**src/hdl/bqt_pkg.sv**
```systemverilog
package bqt_pkg;

    // Field and datapath widths
    localparam int SIZE_W   = 31;                 // unsigned box sizes and steps
    localparam int HALF_W   = SIZE_W - 1;         // size >> 1
    localparam int COORD_W  = 32;                 // signed vertex coordinates
    localparam int GRID_W   = 8;                  // grid division count
    localparam int IDX_W    = 8;                  // row / column index
    localparam int FACE_W   = 3;                  // face select
    localparam int PROD_W   = SIZE_W + IDX_W + 1; // (index + 1) * step
    localparam int WIDE_W   = PROD_W + 2;         // signed edge before saturation
    localparam int VIDX_W   = 3;                  // vertex counter within a cell

    // APB register file
    localparam int ADDR_W   = 4;
    localparam int DATA_W   = 32;

    // Defaults for top-level parameters
    localparam int DEF_FRAC_BITS     = 16;
    localparam int DEF_MAX_DIVISIONS = 255;
    localparam int DEF_QUEUE_DEPTH   = 4;

    // Register indexes (paddr[3:2])
    localparam logic [1:0] REG_BOX_WIDTH  = 2'd0;
    localparam logic [1:0] REG_BOX_HEIGHT = 2'd1;
    localparam logic [1:0] REG_BOX_LENGTH = 2'd2;
    localparam logic [1:0] REG_GRID_DIVS  = 2'd3;

    // Face codes
    localparam logic [FACE_W-1:0] FACE_FRONT  = 3'd0;
    localparam logic [FACE_W-1:0] FACE_BACK   = 3'd1;
    localparam logic [FACE_W-1:0] FACE_TOP    = 3'd2;
    localparam logic [FACE_W-1:0] FACE_BOTTOM = 3'd3;
    localparam logic [FACE_W-1:0] FACE_RIGHT  = 3'd4;
    localparam logic [FACE_W-1:0] FACE_LEFT   = 3'd5;

    // Last vertex of a cell
    localparam logic [VIDX_W-1:0] VERT_LAST = 3'd5;

    // Face pairs sharing an axis layout
    typedef enum logic [1:0] {
        GRP_FRONT_BACK,
        GRP_TOP_BOTTOM,
        GRP_RIGHT_LEFT
    } face_grp_t;

    // Three box dimensions (sizes or steps)
    typedef struct packed {
        logic [SIZE_W-1:0] width;
        logic [SIZE_W-1:0] height;
        logic [SIZE_W-1:0] length;
    } box_dims_t;

    // One classified cell, ready for vertex emission
    typedef struct packed {
        face_grp_t                   grp;
        logic                        rev;
        logic signed [COORD_W-1:0]   a0;
        logic signed [COORD_W-1:0]   a1;
        logic signed [COORD_W-1:0]   b0;
        logic signed [COORD_W-1:0]   b1;
        logic signed [COORD_W-1:0]   fixed_c;
    } edge_entry_t;

    // Clamp a wide edge value to the signed coordinate range
    function automatic logic signed [COORD_W-1:0] sat_coord(
        input logic signed [WIDE_W-1:0] v
    );
        logic signed [WIDE_W-1:0] cmax;
        logic signed [WIDE_W-1:0] cmin;
        cmax = {{(WIDE_W-COORD_W+1){1'b0}}, {(COORD_W-1){1'b1}}};
        cmin = {{(WIDE_W-COORD_W+1){1'b1}}, {(COORD_W-1){1'b0}}};
        if (v > cmax)
            return cmax[COORD_W-1:0];
        else if (v < cmin)
            return cmin[COORD_W-1:0];
        else
            return v[COORD_W-1:0];
    endfunction

    // Corner slot used by each of the six vertices (v1 v2 v3 v1 v3 v6)
    function automatic logic [1:0] slot_corner(input logic [VIDX_W-1:0] k);
        logic [1:0] c;
        case (k)
            3'd0:    c = 2'd0;
            3'd1:    c = 2'd1;
            3'd2:    c = 2'd2;
            3'd3:    c = 2'd0;
            3'd4:    c = 2'd2;
            3'd5:    c = 2'd3;
            default: c = 2'd0;
        endcase
        return c;
    endfunction

endpackage

```
**src/hdl/bqt_step_div.sv**
```systemverilog
module bqt_step_div #(
    parameter int FRAC_BITS = 16
) (
    input  logic                       clk,
    input  logic                       rst_n,
    input  logic                       start,
    input  bqt_pkg::box_dims_t         sizes,
    input  logic [bqt_pkg::GRID_W-1:0] divs,
    output bqt_pkg::box_dims_t         steps,
    output logic                       busy
);
    import bqt_pkg::*;

    localparam int CNT_W = $clog2(SIZE_W + 1);
    localparam logic [SIZE_W-1:0] RESET_STEP = SIZE_W'(64'd1 << FRAC_BITS);

    box_dims_t         quo_reg;
    box_dims_t         quo_next;
    logic [GRID_W-1:0] rem_w_reg, rem_h_reg, rem_l_reg;
    logic [GRID_W-1:0] rem_w_next, rem_h_next, rem_l_next;
    logic [GRID_W-1:0] div_reg;
    logic [CNT_W-1:0]  cnt_reg;
    logic              busy_reg;
    logic              qb_w, qb_h, qb_l;

    // One restoring step: shift in a dividend bit, subtract if it fits
    function automatic logic [GRID_W:0] div_step(
        input logic [GRID_W-1:0] rem,
        input logic              dbit,
        input logic [GRID_W-1:0] d
    );
        logic [GRID_W:0] trial;
        logic [GRID_W:0] diff;
        trial = {rem, dbit};
        diff  = trial - {1'b0, d};
        if (trial >= {1'b0, d})
            return {diff[GRID_W-1:0], 1'b1};
        else
            return {trial[GRID_W-1:0], 1'b0};
    endfunction

    // Three quotients, one bit each per cycle
    always_comb
    begin
        {rem_w_next, qb_w} = div_step(rem_w_reg, quo_reg.width[SIZE_W-1], div_reg);
        {rem_h_next, qb_h} = div_step(rem_h_reg, quo_reg.height[SIZE_W-1], div_reg);
        {rem_l_next, qb_l} = div_step(rem_l_reg, quo_reg.length[SIZE_W-1], div_reg);
        quo_next.width  = {quo_reg.width[SIZE_W-2:0], qb_w};
        quo_next.height = {quo_reg.height[SIZE_W-2:0], qb_h};
        quo_next.length = {quo_reg.length[SIZE_W-2:0], qb_l};
    end

    always_ff @(posedge clk or negedge rst_n)
    begin
        if (!rst_n)
        begin
            quo_reg   <= '{width: RESET_STEP, height: RESET_STEP, length: RESET_STEP};
            rem_w_reg <= '0;
            rem_h_reg <= '0;
            rem_l_reg <= '0;
            div_reg   <= GRID_W'(1);
            cnt_reg   <= '0;
            busy_reg  <= 1'b0;
        end
        else if (start)
        begin
            quo_reg   <= sizes;
            rem_w_reg <= '0;
            rem_h_reg <= '0;
            rem_l_reg <= '0;
            div_reg   <= divs;
            cnt_reg   <= '0;
            busy_reg  <= 1'b1;
        end
        else if (busy_reg)
        begin
            quo_reg   <= quo_next;
            rem_w_reg <= rem_w_next;
            rem_h_reg <= rem_h_next;
            rem_l_reg <= rem_l_next;
            cnt_reg   <= cnt_reg + 1'b1;
            if (cnt_reg == CNT_W'(SIZE_W - 1))
                busy_reg <= 1'b0;
        end
    end

    assign steps = quo_reg;
    assign busy  = busy_reg | start;

endmodule

```
**src/hdl/bqt_front.sv**
```systemverilog
module bqt_front #(
    parameter int QUEUE_DEPTH = 4
) (
    input  logic                       clk,
    input  logic                       rst_n,
    input  logic                       push,
    output logic                       full,
    input  logic [bqt_pkg::FACE_W-1:0] face_select,
    input  logic [bqt_pkg::IDX_W-1:0]  cell_row,
    input  logic [bqt_pkg::IDX_W-1:0]  cell_col,
    input  bqt_pkg::box_dims_t         sizes,
    input  bqt_pkg::box_dims_t         steps,
    input  logic                       div_busy,
    input  logic                       q_pop,
    output logic                       q_push,
    output bqt_pkg::edge_entry_t       q_entry
);
    import bqt_pkg::*;

    localparam int CRD_W = $clog2(QUEUE_DEPTH + 1);

    logic [CRD_W-1:0]       credit_reg;
    logic [CRD_W-1:0]       credit_next;
    logic                   take;
    logic                   keep;

    face_grp_t              grp_sel;
    logic [SIZE_W-1:0]      step_a, step_b, size_a, size_b, size_c;
    logic [IDX_W:0]         row_hi, col_hi;

    logic                   s1_valid_reg;
    face_grp_t              s1_grp_reg;
    logic                   s1_rev_reg;
    logic [PROD_W-1:0]      s1_pa0_reg, s1_pa1_reg, s1_pb0_reg, s1_pb1_reg;
    logic [HALF_W-1:0]      s1_half_a_reg, s1_half_b_reg;
    logic signed [COORD_W-1:0] s1_fixed_reg;
    logic signed [COORD_W-1:0] fixed_next;

    // Request acceptance; unknown faces are taken and dropped
    assign full = div_busy || (credit_reg >= CRD_W'(QUEUE_DEPTH));
    assign take = push && !full;
    assign keep = take && (face_select <= FACE_LEFT);

    // Slots held by the stage register plus the queue
    always_comb
    begin
        credit_next = credit_reg;
        if (keep && !q_pop)
            credit_next = credit_reg + 1'b1;
        else if (!keep && q_pop)
            credit_next = credit_reg - 1'b1;
    end

    // Axis selection per face pair
    always_comb
    begin
        case (face_select)
            FACE_FRONT, FACE_BACK:
            begin
                grp_sel = GRP_FRONT_BACK;
                size_a  = sizes.height;  step_a = steps.height;
                size_b  = sizes.width;   step_b = steps.width;
                size_c  = sizes.length;
            end
            FACE_TOP, FACE_BOTTOM:
            begin
                grp_sel = GRP_TOP_BOTTOM;
                size_a  = sizes.width;   step_a = steps.width;
                size_b  = sizes.length;  step_b = steps.length;
                size_c  = sizes.height;
            end
            default:
            begin
                grp_sel = GRP_RIGHT_LEFT;
                size_a  = sizes.height;  step_a = steps.height;
                size_b  = sizes.length;  step_b = steps.length;
                size_c  = sizes.width;
            end
        endcase
        row_hi = {1'b0, cell_row} + 1'b1;
        col_hi = {1'b0, cell_col} + 1'b1;
        fixed_next = $signed(COORD_W'(size_c[SIZE_W-1:1]));
        if (face_select[0])
            fixed_next = -fixed_next;
    end

    always_ff @(posedge clk or negedge rst_n)
    begin
        if (!rst_n)
        begin
            credit_reg   <= '0;
            s1_valid_reg <= 1'b0;
        end
        else
        begin
            credit_reg   <= credit_next;
            s1_valid_reg <= keep;
        end
    end

    // Stage 1: edge products
    always_ff @(posedge clk)
    begin
        if (keep)
        begin
            s1_grp_reg    <= grp_sel;
            s1_rev_reg    <= face_select[0];
            s1_pa0_reg    <= PROD_W'({1'b0, cell_row}) * PROD_W'(step_a);
            s1_pa1_reg    <= PROD_W'(row_hi) * PROD_W'(step_a);
            s1_pb0_reg    <= PROD_W'({1'b0, cell_col}) * PROD_W'(step_b);
            s1_pb1_reg    <= PROD_W'(col_hi) * PROD_W'(step_b);
            s1_half_a_reg <= size_a[SIZE_W-1:1];
            s1_half_b_reg <= size_b[SIZE_W-1:1];
            s1_fixed_reg  <= fixed_next;
        end
    end

    // Stage 2: offset by the half size and saturate, into the queue
    always_comb
    begin
        q_entry.grp     = s1_grp_reg;
        q_entry.rev     = s1_rev_reg;
        q_entry.a0      = sat_coord($signed(WIDE_W'(s1_pa0_reg)) -
                                    $signed(WIDE_W'(s1_half_a_reg)));
        q_entry.a1      = sat_coord($signed(WIDE_W'(s1_pa1_reg)) -
                                    $signed(WIDE_W'(s1_half_a_reg)));
        q_entry.b0      = sat_coord($signed(WIDE_W'(s1_pb0_reg)) -
                                    $signed(WIDE_W'(s1_half_b_reg)));
        q_entry.b1      = sat_coord($signed(WIDE_W'(s1_pb1_reg)) -
                                    $signed(WIDE_W'(s1_half_b_reg)));
        q_entry.fixed_c = s1_fixed_reg;
    end

    assign q_push = s1_valid_reg;

endmodule

```
**src/hdl/bqt_queue.sv**
```systemverilog
module bqt_queue #(
    parameter int DEPTH = 4
) (
    input  logic                  clk,
    input  logic                  rst_n,
    input  logic                  wr_en,
    input  bqt_pkg::edge_entry_t  wr_data,
    input  logic                  rd_en,
    output logic                  rd_valid,
    output bqt_pkg::edge_entry_t  rd_data
);
    import bqt_pkg::*;

    localparam int PTR_W = (DEPTH > 1) ? $clog2(DEPTH) : 1;
    localparam int CNT_W = $clog2(DEPTH + 1);

    edge_entry_t       mem_reg [DEPTH];
    logic [PTR_W-1:0]  wr_ptr_reg, rd_ptr_reg;
    logic [CNT_W-1:0]  count_reg;

    function automatic logic [PTR_W-1:0] ptr_inc(input logic [PTR_W-1:0] p);
        if (p == PTR_W'(DEPTH - 1))
            return '0;
        else
            return p + 1'b1;
    endfunction

    // Pointers and fill level
    always_ff @(posedge clk or negedge rst_n)
    begin
        if (!rst_n)
        begin
            wr_ptr_reg <= '0;
            rd_ptr_reg <= '0;
            count_reg  <= '0;
        end
        else
        begin
            if (wr_en)
                wr_ptr_reg <= ptr_inc(wr_ptr_reg);
            if (rd_en)
                rd_ptr_reg <= ptr_inc(rd_ptr_reg);
            if (wr_en && !rd_en)
                count_reg <= count_reg + 1'b1;
            else if (!wr_en && rd_en)
                count_reg <= count_reg - 1'b1;
        end
    end

    // Storage
    always_ff @(posedge clk)
    begin
        if (wr_en)
            mem_reg[wr_ptr_reg] <= wr_data;
    end

    assign rd_valid = (count_reg != '0);
    assign rd_data  = mem_reg[rd_ptr_reg];

endmodule

```
**src/hdl/bqt_back.sv**
```systemverilog
module bqt_back (
    input  logic                               clk,
    input  logic                               rst_n,
    input  logic                               q_valid,
    input  bqt_pkg::edge_entry_t               q_entry,
    output logic                               q_pop,
    output logic                               empty,
    input  logic                               pop,
    output logic signed [bqt_pkg::COORD_W-1:0] vert_x,
    output logic signed [bqt_pkg::COORD_W-1:0] vert_y,
    output logic signed [bqt_pkg::COORD_W-1:0] vert_z,
    output logic                               last_vertex
);
    import bqt_pkg::*;

    edge_entry_t        cur_reg;
    logic               cur_valid_reg;
    logic [VIDX_W-1:0]  vidx_reg;
    logic               at_last;
    logic               load;
    logic [VIDX_W-1:0]  src;
    logic [1:0]         corner;
    logic               sel_a, sel_b;
    logic signed [COORD_W-1:0] coord_a, coord_b;

    assign at_last = (vidx_reg == VERT_LAST);
    assign load    = q_valid && (!cur_valid_reg || (pop && at_last));
    assign q_pop   = load;

    // Vertex sequencer
    always_ff @(posedge clk or negedge rst_n)
    begin
        if (!rst_n)
        begin
            cur_valid_reg <= 1'b0;
            vidx_reg      <= '0;
        end
        else if (load)
        begin
            cur_valid_reg <= 1'b1;
            vidx_reg      <= '0;
        end
        else if (pop && cur_valid_reg)
        begin
            if (at_last)
                cur_valid_reg <= 1'b0;
            vidx_reg <= vidx_reg + 1'b1;
        end
    end

    // Current cell
    always_ff @(posedge clk)
    begin
        if (load)
            cur_reg <= q_entry;
    end

    // Corner pick: reversed faces walk the six slots backwards
    always_comb
    begin
        src    = cur_reg.rev ? (VERT_LAST - vidx_reg) : vidx_reg;
        corner = slot_corner(src);
        sel_a  = corner[1];
        sel_b  = corner[1] ^ corner[0];
        if (cur_reg.grp == GRP_RIGHT_LEFT)
            sel_b = ~sel_b;
        coord_a = sel_a ? cur_reg.a1 : cur_reg.a0;
        coord_b = sel_b ? cur_reg.b1 : cur_reg.b0;
    end

    // Axis placement
    always_comb
    begin
        case (cur_reg.grp)
            GRP_FRONT_BACK:
            begin
                vert_x = coord_b;
                vert_y = coord_a;
                vert_z = cur_reg.fixed_c;
            end
            GRP_TOP_BOTTOM:
            begin
                vert_x = coord_a;
                vert_y = cur_reg.fixed_c;
                vert_z = coord_b;
            end
            GRP_RIGHT_LEFT:
            begin
                vert_x = cur_reg.fixed_c;
                vert_y = coord_a;
                vert_z = coord_b;
            end
            default:
            begin
                vert_x = coord_b;
                vert_y = coord_a;
                vert_z = cur_reg.fixed_c;
            end
        endcase
    end

    assign empty       = !cur_valid_reg;
    assign last_vertex = at_last;

endmodule

```
**src/hdl/box_quad_tessellator.sv**
```systemverilog
// Box grid-cell vertex generator.
// Configure the box through the APB port: width, height and length (unsigned
// fixed point, 31 bits) and the grid division count (0 behaves as 1). Requests
// enter by push/full: one request names a face, a row and a column. Results
// leave by empty/pop: six vertices per cell in signed fixed point, the sixth
// flagged by last_vertex. Back, bottom and left faces come out in reverse order.
// Unknown faces (6, 7) are taken and produce nothing.
// The first vertex shows once a request taken into an idle block has passed
// the edge stage register, the queue and the current-cell register. The
// single result port emits one vertex per cycle while pop is high; a four-deep
// queue between the edge pipeline and the vertex sequencer absorbs bursts.
// Each register write restarts the step divider, a bit-serial unit over the
// three sizes; full stays high while the divider runs after the write.
// Reset restores unit sizes and one division, with steps ready at once.
// If pop is held low, the current vertex holds, the queue fills and full rises;
// nothing is lost.
module box_quad_tessellator #(
    parameter int FRAC_BITS     = bqt_pkg::DEF_FRAC_BITS,
    parameter int MAX_DIVISIONS = bqt_pkg::DEF_MAX_DIVISIONS,
    parameter int QUEUE_DEPTH   = bqt_pkg::DEF_QUEUE_DEPTH
) (
    input  logic                               clk,
    input  logic                               rst_n,
    input  logic                               psel,
    input  logic                               penable,
    input  logic                               pwrite,
    input  logic [bqt_pkg::ADDR_W-1:0]         paddr,
    input  logic [bqt_pkg::DATA_W-1:0]         pwdata,
    output logic [bqt_pkg::DATA_W-1:0]         prdata,
    output logic                               pready,
    input  logic                               push,
    output logic                               full,
    input  logic [bqt_pkg::FACE_W-1:0]         face_select,
    input  logic [bqt_pkg::IDX_W-1:0]          cell_row,
    input  logic [bqt_pkg::IDX_W-1:0]          cell_col,
    output logic                               empty,
    input  logic                               pop,
    output logic signed [bqt_pkg::COORD_W-1:0] vert_x,
    output logic signed [bqt_pkg::COORD_W-1:0] vert_y,
    output logic signed [bqt_pkg::COORD_W-1:0] vert_z,
    output logic                               last_vertex
);
    import bqt_pkg::*;

    localparam logic [SIZE_W-1:0] RESET_SIZE = SIZE_W'(64'd1 << FRAC_BITS);

    box_dims_t          sizes_reg;
    logic [GRID_W-1:0]  grid_reg;
    logic               start_reg;
    logic               cfg_wr;
    logic [1:0]         cfg_idx;
    logic [GRID_W-1:0]  divs_eff;
    box_dims_t          steps;
    logic               div_busy;
    logic               q_push, q_valid, q_pop;
    edge_entry_t        q_wr_data, q_rd_data;

    // Register writes
    assign cfg_wr  = psel && penable && pwrite;
    assign cfg_idx = paddr[3:2];
    assign pready  = 1'b1;

    always_ff @(posedge clk or negedge rst_n)
    begin
        if (!rst_n)
        begin
            sizes_reg <= '{width: RESET_SIZE, height: RESET_SIZE, length: RESET_SIZE};
            grid_reg  <= GRID_W'(1);
            start_reg <= 1'b0;
        end
        else
        begin
            start_reg <= cfg_wr;
            if (cfg_wr)
            begin
                case (cfg_idx)
                    REG_BOX_WIDTH:  sizes_reg.width  <= pwdata[SIZE_W-1:0];
                    REG_BOX_HEIGHT: sizes_reg.height <= pwdata[SIZE_W-1:0];
                    REG_BOX_LENGTH: sizes_reg.length <= pwdata[SIZE_W-1:0];
                    REG_GRID_DIVS:  grid_reg         <= pwdata[GRID_W-1:0];
                    default:        grid_reg         <= grid_reg;
                endcase
            end
        end
    end

    // Register reads
    always_comb
    begin
        case (cfg_idx)
            REG_BOX_WIDTH:  prdata = DATA_W'(sizes_reg.width);
            REG_BOX_HEIGHT: prdata = DATA_W'(sizes_reg.height);
            REG_BOX_LENGTH: prdata = DATA_W'(sizes_reg.length);
            REG_GRID_DIVS:  prdata = DATA_W'(grid_reg);
            default:        prdata = '0;
        endcase
    end

    // Effective division count: zero as one, clamp to the maximum
    always_comb
    begin
        if (grid_reg == '0)
            divs_eff = GRID_W'(1);
        else if (32'(grid_reg) > MAX_DIVISIONS)
            divs_eff = GRID_W'(MAX_DIVISIONS);
        else
            divs_eff = grid_reg;
    end

    bqt_step_div #(
        .FRAC_BITS (FRAC_BITS)
    ) u_div (
        .clk   (clk),
        .rst_n (rst_n),
        .start (start_reg),
        .sizes (sizes_reg),
        .divs  (divs_eff),
        .steps (steps),
        .busy  (div_busy)
    );

    bqt_front #(
        .QUEUE_DEPTH (QUEUE_DEPTH)
    ) u_front (
        .clk         (clk),
        .rst_n       (rst_n),
        .push        (push),
        .full        (full),
        .face_select (face_select),
        .cell_row    (cell_row),
        .cell_col    (cell_col),
        .sizes       (sizes_reg),
        .steps       (steps),
        .div_busy    (div_busy),
        .q_pop       (q_pop),
        .q_push      (q_push),
        .q_entry     (q_wr_data)
    );

    bqt_queue #(
        .DEPTH (QUEUE_DEPTH)
    ) u_queue (
        .clk      (clk),
        .rst_n    (rst_n),
        .wr_en    (q_push),
        .wr_data  (q_wr_data),
        .rd_en    (q_pop),
        .rd_valid (q_valid),
        .rd_data  (q_rd_data)
    );

    bqt_back u_back (
        .clk         (clk),
        .rst_n       (rst_n),
        .q_valid     (q_valid),
        .q_entry     (q_rd_data),
        .q_pop       (q_pop),
        .empty       (empty),
        .pop         (pop),
        .vert_x      (vert_x),
        .vert_y      (vert_y),
        .vert_z      (vert_z),
        .last_vertex (last_vertex)
    );

endmodule

```
**config.mk**
```make
export PLATFORM = sky130hd
export DESIGN_NAME = box_quad_tessellator
export DESIGN_NICKNAME = d
export VERILOG_FILES = /design/src/hdl/bqt_pkg.sv /design/src/hdl/bqt_step_div.sv /design/src/hdl/bqt_front.sv /design/src/hdl/bqt_queue.sv /design/src/hdl/bqt_back.sv /design/src/hdl/box_quad_tessellator.sv
export SDC_FILE = /design/constraint.sdc
export NUM_CORES = 2
export LEC_CHECK = 0
export ABC_CLOCK_PERIOD_IN_PS = 16270
export BUFFER_PORTS_ARGS = -buffer_cell sky130_fd_sc_hd__buf_4
export CAP_MARGIN = 25
export CORE_MARGIN = 8
export CORE_UTILIZATION = 48
export CTS_CLUSTER_SIZE = 28
export DETAILED_ROUTE_END_ITERATION = 8
export PLACE_DENSITY = 0.62
export SLEW_MARGIN = 20
export SYNTH_ARGS = -nofsm -noshare
export SYNTH_HDL_FRONTEND = slang
export SYNTH_SLANG_ARGS = --single-unit
```
**constraint.sdc**
```tcl
create_clock -name clk -period 16.27 [get_ports clk]
set_input_delay 3.254 -clock clk [delete_from_list [all_inputs] [get_ports clk]]
set_output_delay 3.254 -clock clk [all_outputs]
set_load 0.02 [all_outputs]
```
==> results.py <==
metrics = {
    "synth": {
        "yosys_most_used_dff": "edfxtp_1",
        "ys_warn_count": 0,
        "ys_async_sr_fraction_pct": 18.8,
        "synth.area.top_cells": "edfxtp_1, fa_1, dfrtp_1",
        "yosysMostFrequentCell": "edfxtp_1",
        "yosysTopAreaCellShare_pct": 34.0,
        "synth_cells": 8290,
        "ys_ff_latch": 1316,
        "avgSynthCellArea_sq_um": 11.4,
        "ys_seq_area_share_pct": 40.6,
        "synth_edf_count": 1068,
        "synth_top_cell_by_area": "edfxtp_1",
        "synth_commonest_cells": "edfxtp_1, inv_1, fa_1",
        "synth_nets": 9515,
        "synthDistinctLibCells": 89,
        "synth_area_sq_um": 94200,
    },
    "routing": {
        "drc": 0,
        "drtAntennaViolNets": 0,
        "detail_route.first_pass.iterations": 8,
        "vias": 63300,
        "wl_mm": 270,
        "wire_per_inst_microns": 24.4,
        "drt_iter0_drc": 5660,
        "drt-vias-per-instance": 5.72,
    },
    "grt": {
        "grt_use_met3_pct": 5.14,
        "grt_max_degree": 155,
        "antenna_found_initial": 24,
        "grt_pass1_vias": 63000,
        "grt_pass1_wl_mm": 405,
        "grtUsageMet1_pct": 36.6,
        "globalRouteTotalUtil_pct": 25.2,
        "use_met2_pct": 37.7,
        "grt_busiest_layer": "met2",
        "grt_overflow": 0,
    },
    "sta": {
        "fin_setup_tns_ps": 0,
        "fmax_ghz": 0.0923,
        "tightest_slew_ps": 1140,
        "setup_viol": 0,
        "period_minus_slack_ps": 10830,
        "clock_skew_ps": 40.4,
        "slew_viol_final": 0,
        "whs_ps": 476,
        "rsz0062_at_grt": "false",
        "finalHoldViolations": 0,
        "slew_headroom_pct": 23.0,
        "finalCritPeriodShare_pct": 66.6,
    },
    "die": {
        "io_pins": 194,
        "core-area_sq_um": 195000,
        "die-height_microns": 459,
        "initial_utilization_pct": 48.3,
        "rows": 162,
        "fp.dieArea_sq_um": 211000,
        "dieWidth_microns": 459,
    },
    "final_layout": {
        "register_area_sq_um": 38300,
        "multiInputGateArea_sq_um": 50900,
        "area_growth_pct": 9.64,
        "drive_gt1_share_pct": 11.9,
        "finish.net_count": 9552,
        "fillCellCount": 16900,
        "largest_reg_flops": 652,
    },
    "clock_network": {
        "path_clk_slew_ps": 60,
        "clockRootBuffer": "clkbuf_16",
        "cts_setup_buffers": 0,
        "clockBufferDepth": 3,
        "clk-insertion-delay-late_ps": 780,
        "htree_levels": 4,
        "ctsHoldBuffers": 0,
        "cts_buffers": 141,
        "cts.sinks": 1316,
        "cts_tree": "yes",
        "cts_resized": 0,
    },
    "hold_path": {
        "hp-class": "reg2reg",
        "holdPathStages": 1,
    },
    "worst_setup_path": {
        "end_kind": "register",
        "rr_startpoint": "u_div.steps[63]",
        "worstPathArrival_ps": 11360,
        "cp-endpoint": "u_front.s1_pb0_reg[38]",
        "critPathLaunchType": "input port",
        "critical_path_class": "in2reg",
        "r2r_slack_ps": 8930,
        "worst-path-max-fanout": 67,
        "reg2reg_depth": 19,
        "worst_r2r_endpoint": "u_front.s1_pa0_reg[38]",
        "critPathRequiredTime_ps": 16800,
        "setup.worst_path.start": "face_select[1]",
    },
    "outcome": {
        "run_status": "finished clean",
    },
    "placed_design": {
        "io_buffers": 188,
        "dp_hpwl_mm": 203,
        "routabilityCongestion": 0.946,
    },
    "run": {
        "cap_viol_max_count": 0,
    },
}
cell families after synthesis:
logic type | Yosys count | share of synthesized area (%)
XOR/XNOR | 286 | 2.66
multiplexers | 693 | 9.95
flip-flops | 1316 | 40.6
adder cells (fa/ha/maj) | 1163 | 21.5
AO/OA/AOI/OAI | 1265 | 8.56
buffers and inverters | 1421 | 5.70
AND/OR/NAND/NOR | 2144 | 11.0
other | 2 | 0.00797
worst min-delay path by stage:
stage	end	start
5_1_grt	u_queue.count_reg[2]	u_queue.count_reg[2]
2_1_floorplan	u_front.credit_reg[2]	u_front.credit_reg[2]
3_5_place_dp	u_queue.count_reg[2]	u_queue.count_reg[2]
4_1_cts	u_queue.count_reg[2]	u_queue.count_reg[2]
3_3_place_gp	u_queue.count_reg[2]	u_queue.count_reg[2]
6_report	u_queue.count_reg[2]	u_queue.count_reg[2]
worst max-delay path, stage by stage:
cell and delay [ps]:
buf_4 300, nor2_4 500, buf_4 880, mux2_2 590
and2_1 240, fa_1 430, fa_1 480, inv_1 50
fa_1 490, fa_1 490, inv_1 40, ha_1 310
o21ai_0 110, o21ai_0 330, nand4_1 220, a31oi_1 480
and3_1 290, o211ai_1 200, a2111oi_0 880, nor2_1 170
a21o_1 240, a211oi_1 320
through the flow:
step | utilization [%] | setup slack, ps | instances | cell area, sq um
after floorplan | - | 2960 | 8290 | 94200
after global placement | 50.5 | 4820 | 10800 | 98400
after detailed placement | 50.5 | 4800 | 10800 | 98500
after CTS | 52.9 | 5590 | 11100 | 103000
after global routing | 53.0 | 5100 | 11100 | 103000
final | 53.0 | 5440 | 11100 | 103000
layout by cell type, fill, tap and decap left out, types with 122 or more instances in the layout:
cell type     n
edfxtp_1   1068
xnor2_1     162
nand2b_1    122
ha_1        396
nor2b_1     219
buf_4       279
mux4_2      171
a21o_1      131
mux2_2      242
nand2_1     621
o21ai_0     327
clkbuf_16   143
dfrtp_1     236
a21oi_1     343
fa_1        765
inv_1      1023
mux2i_1     279
and2_1      233
nor2_1      585
final cells by class:
type	count	area share [%]
clock inverter	72	0.844
multi-input combinational	5553	49.2
clock buffer	182	3.66
sequential	1316	37.1
inverter	1023	3.72
tap	2624	3.18
antenna	10	0.0242
timing repair buffer	292	2.28
per-layer routing:
layer	wire length (microns)	vias up	part of all wire (%)
li1	-	28500	-
met1	120000	32100	45
met2	117000	2274	43
met3	21600	372	8.0
met4	10800	2	4.0
met5	7	-	0.0026
Power is left out: the tool's default activity adds up to more than one toggle a clock period on the data nets, which glitch-free logic cannot reach.
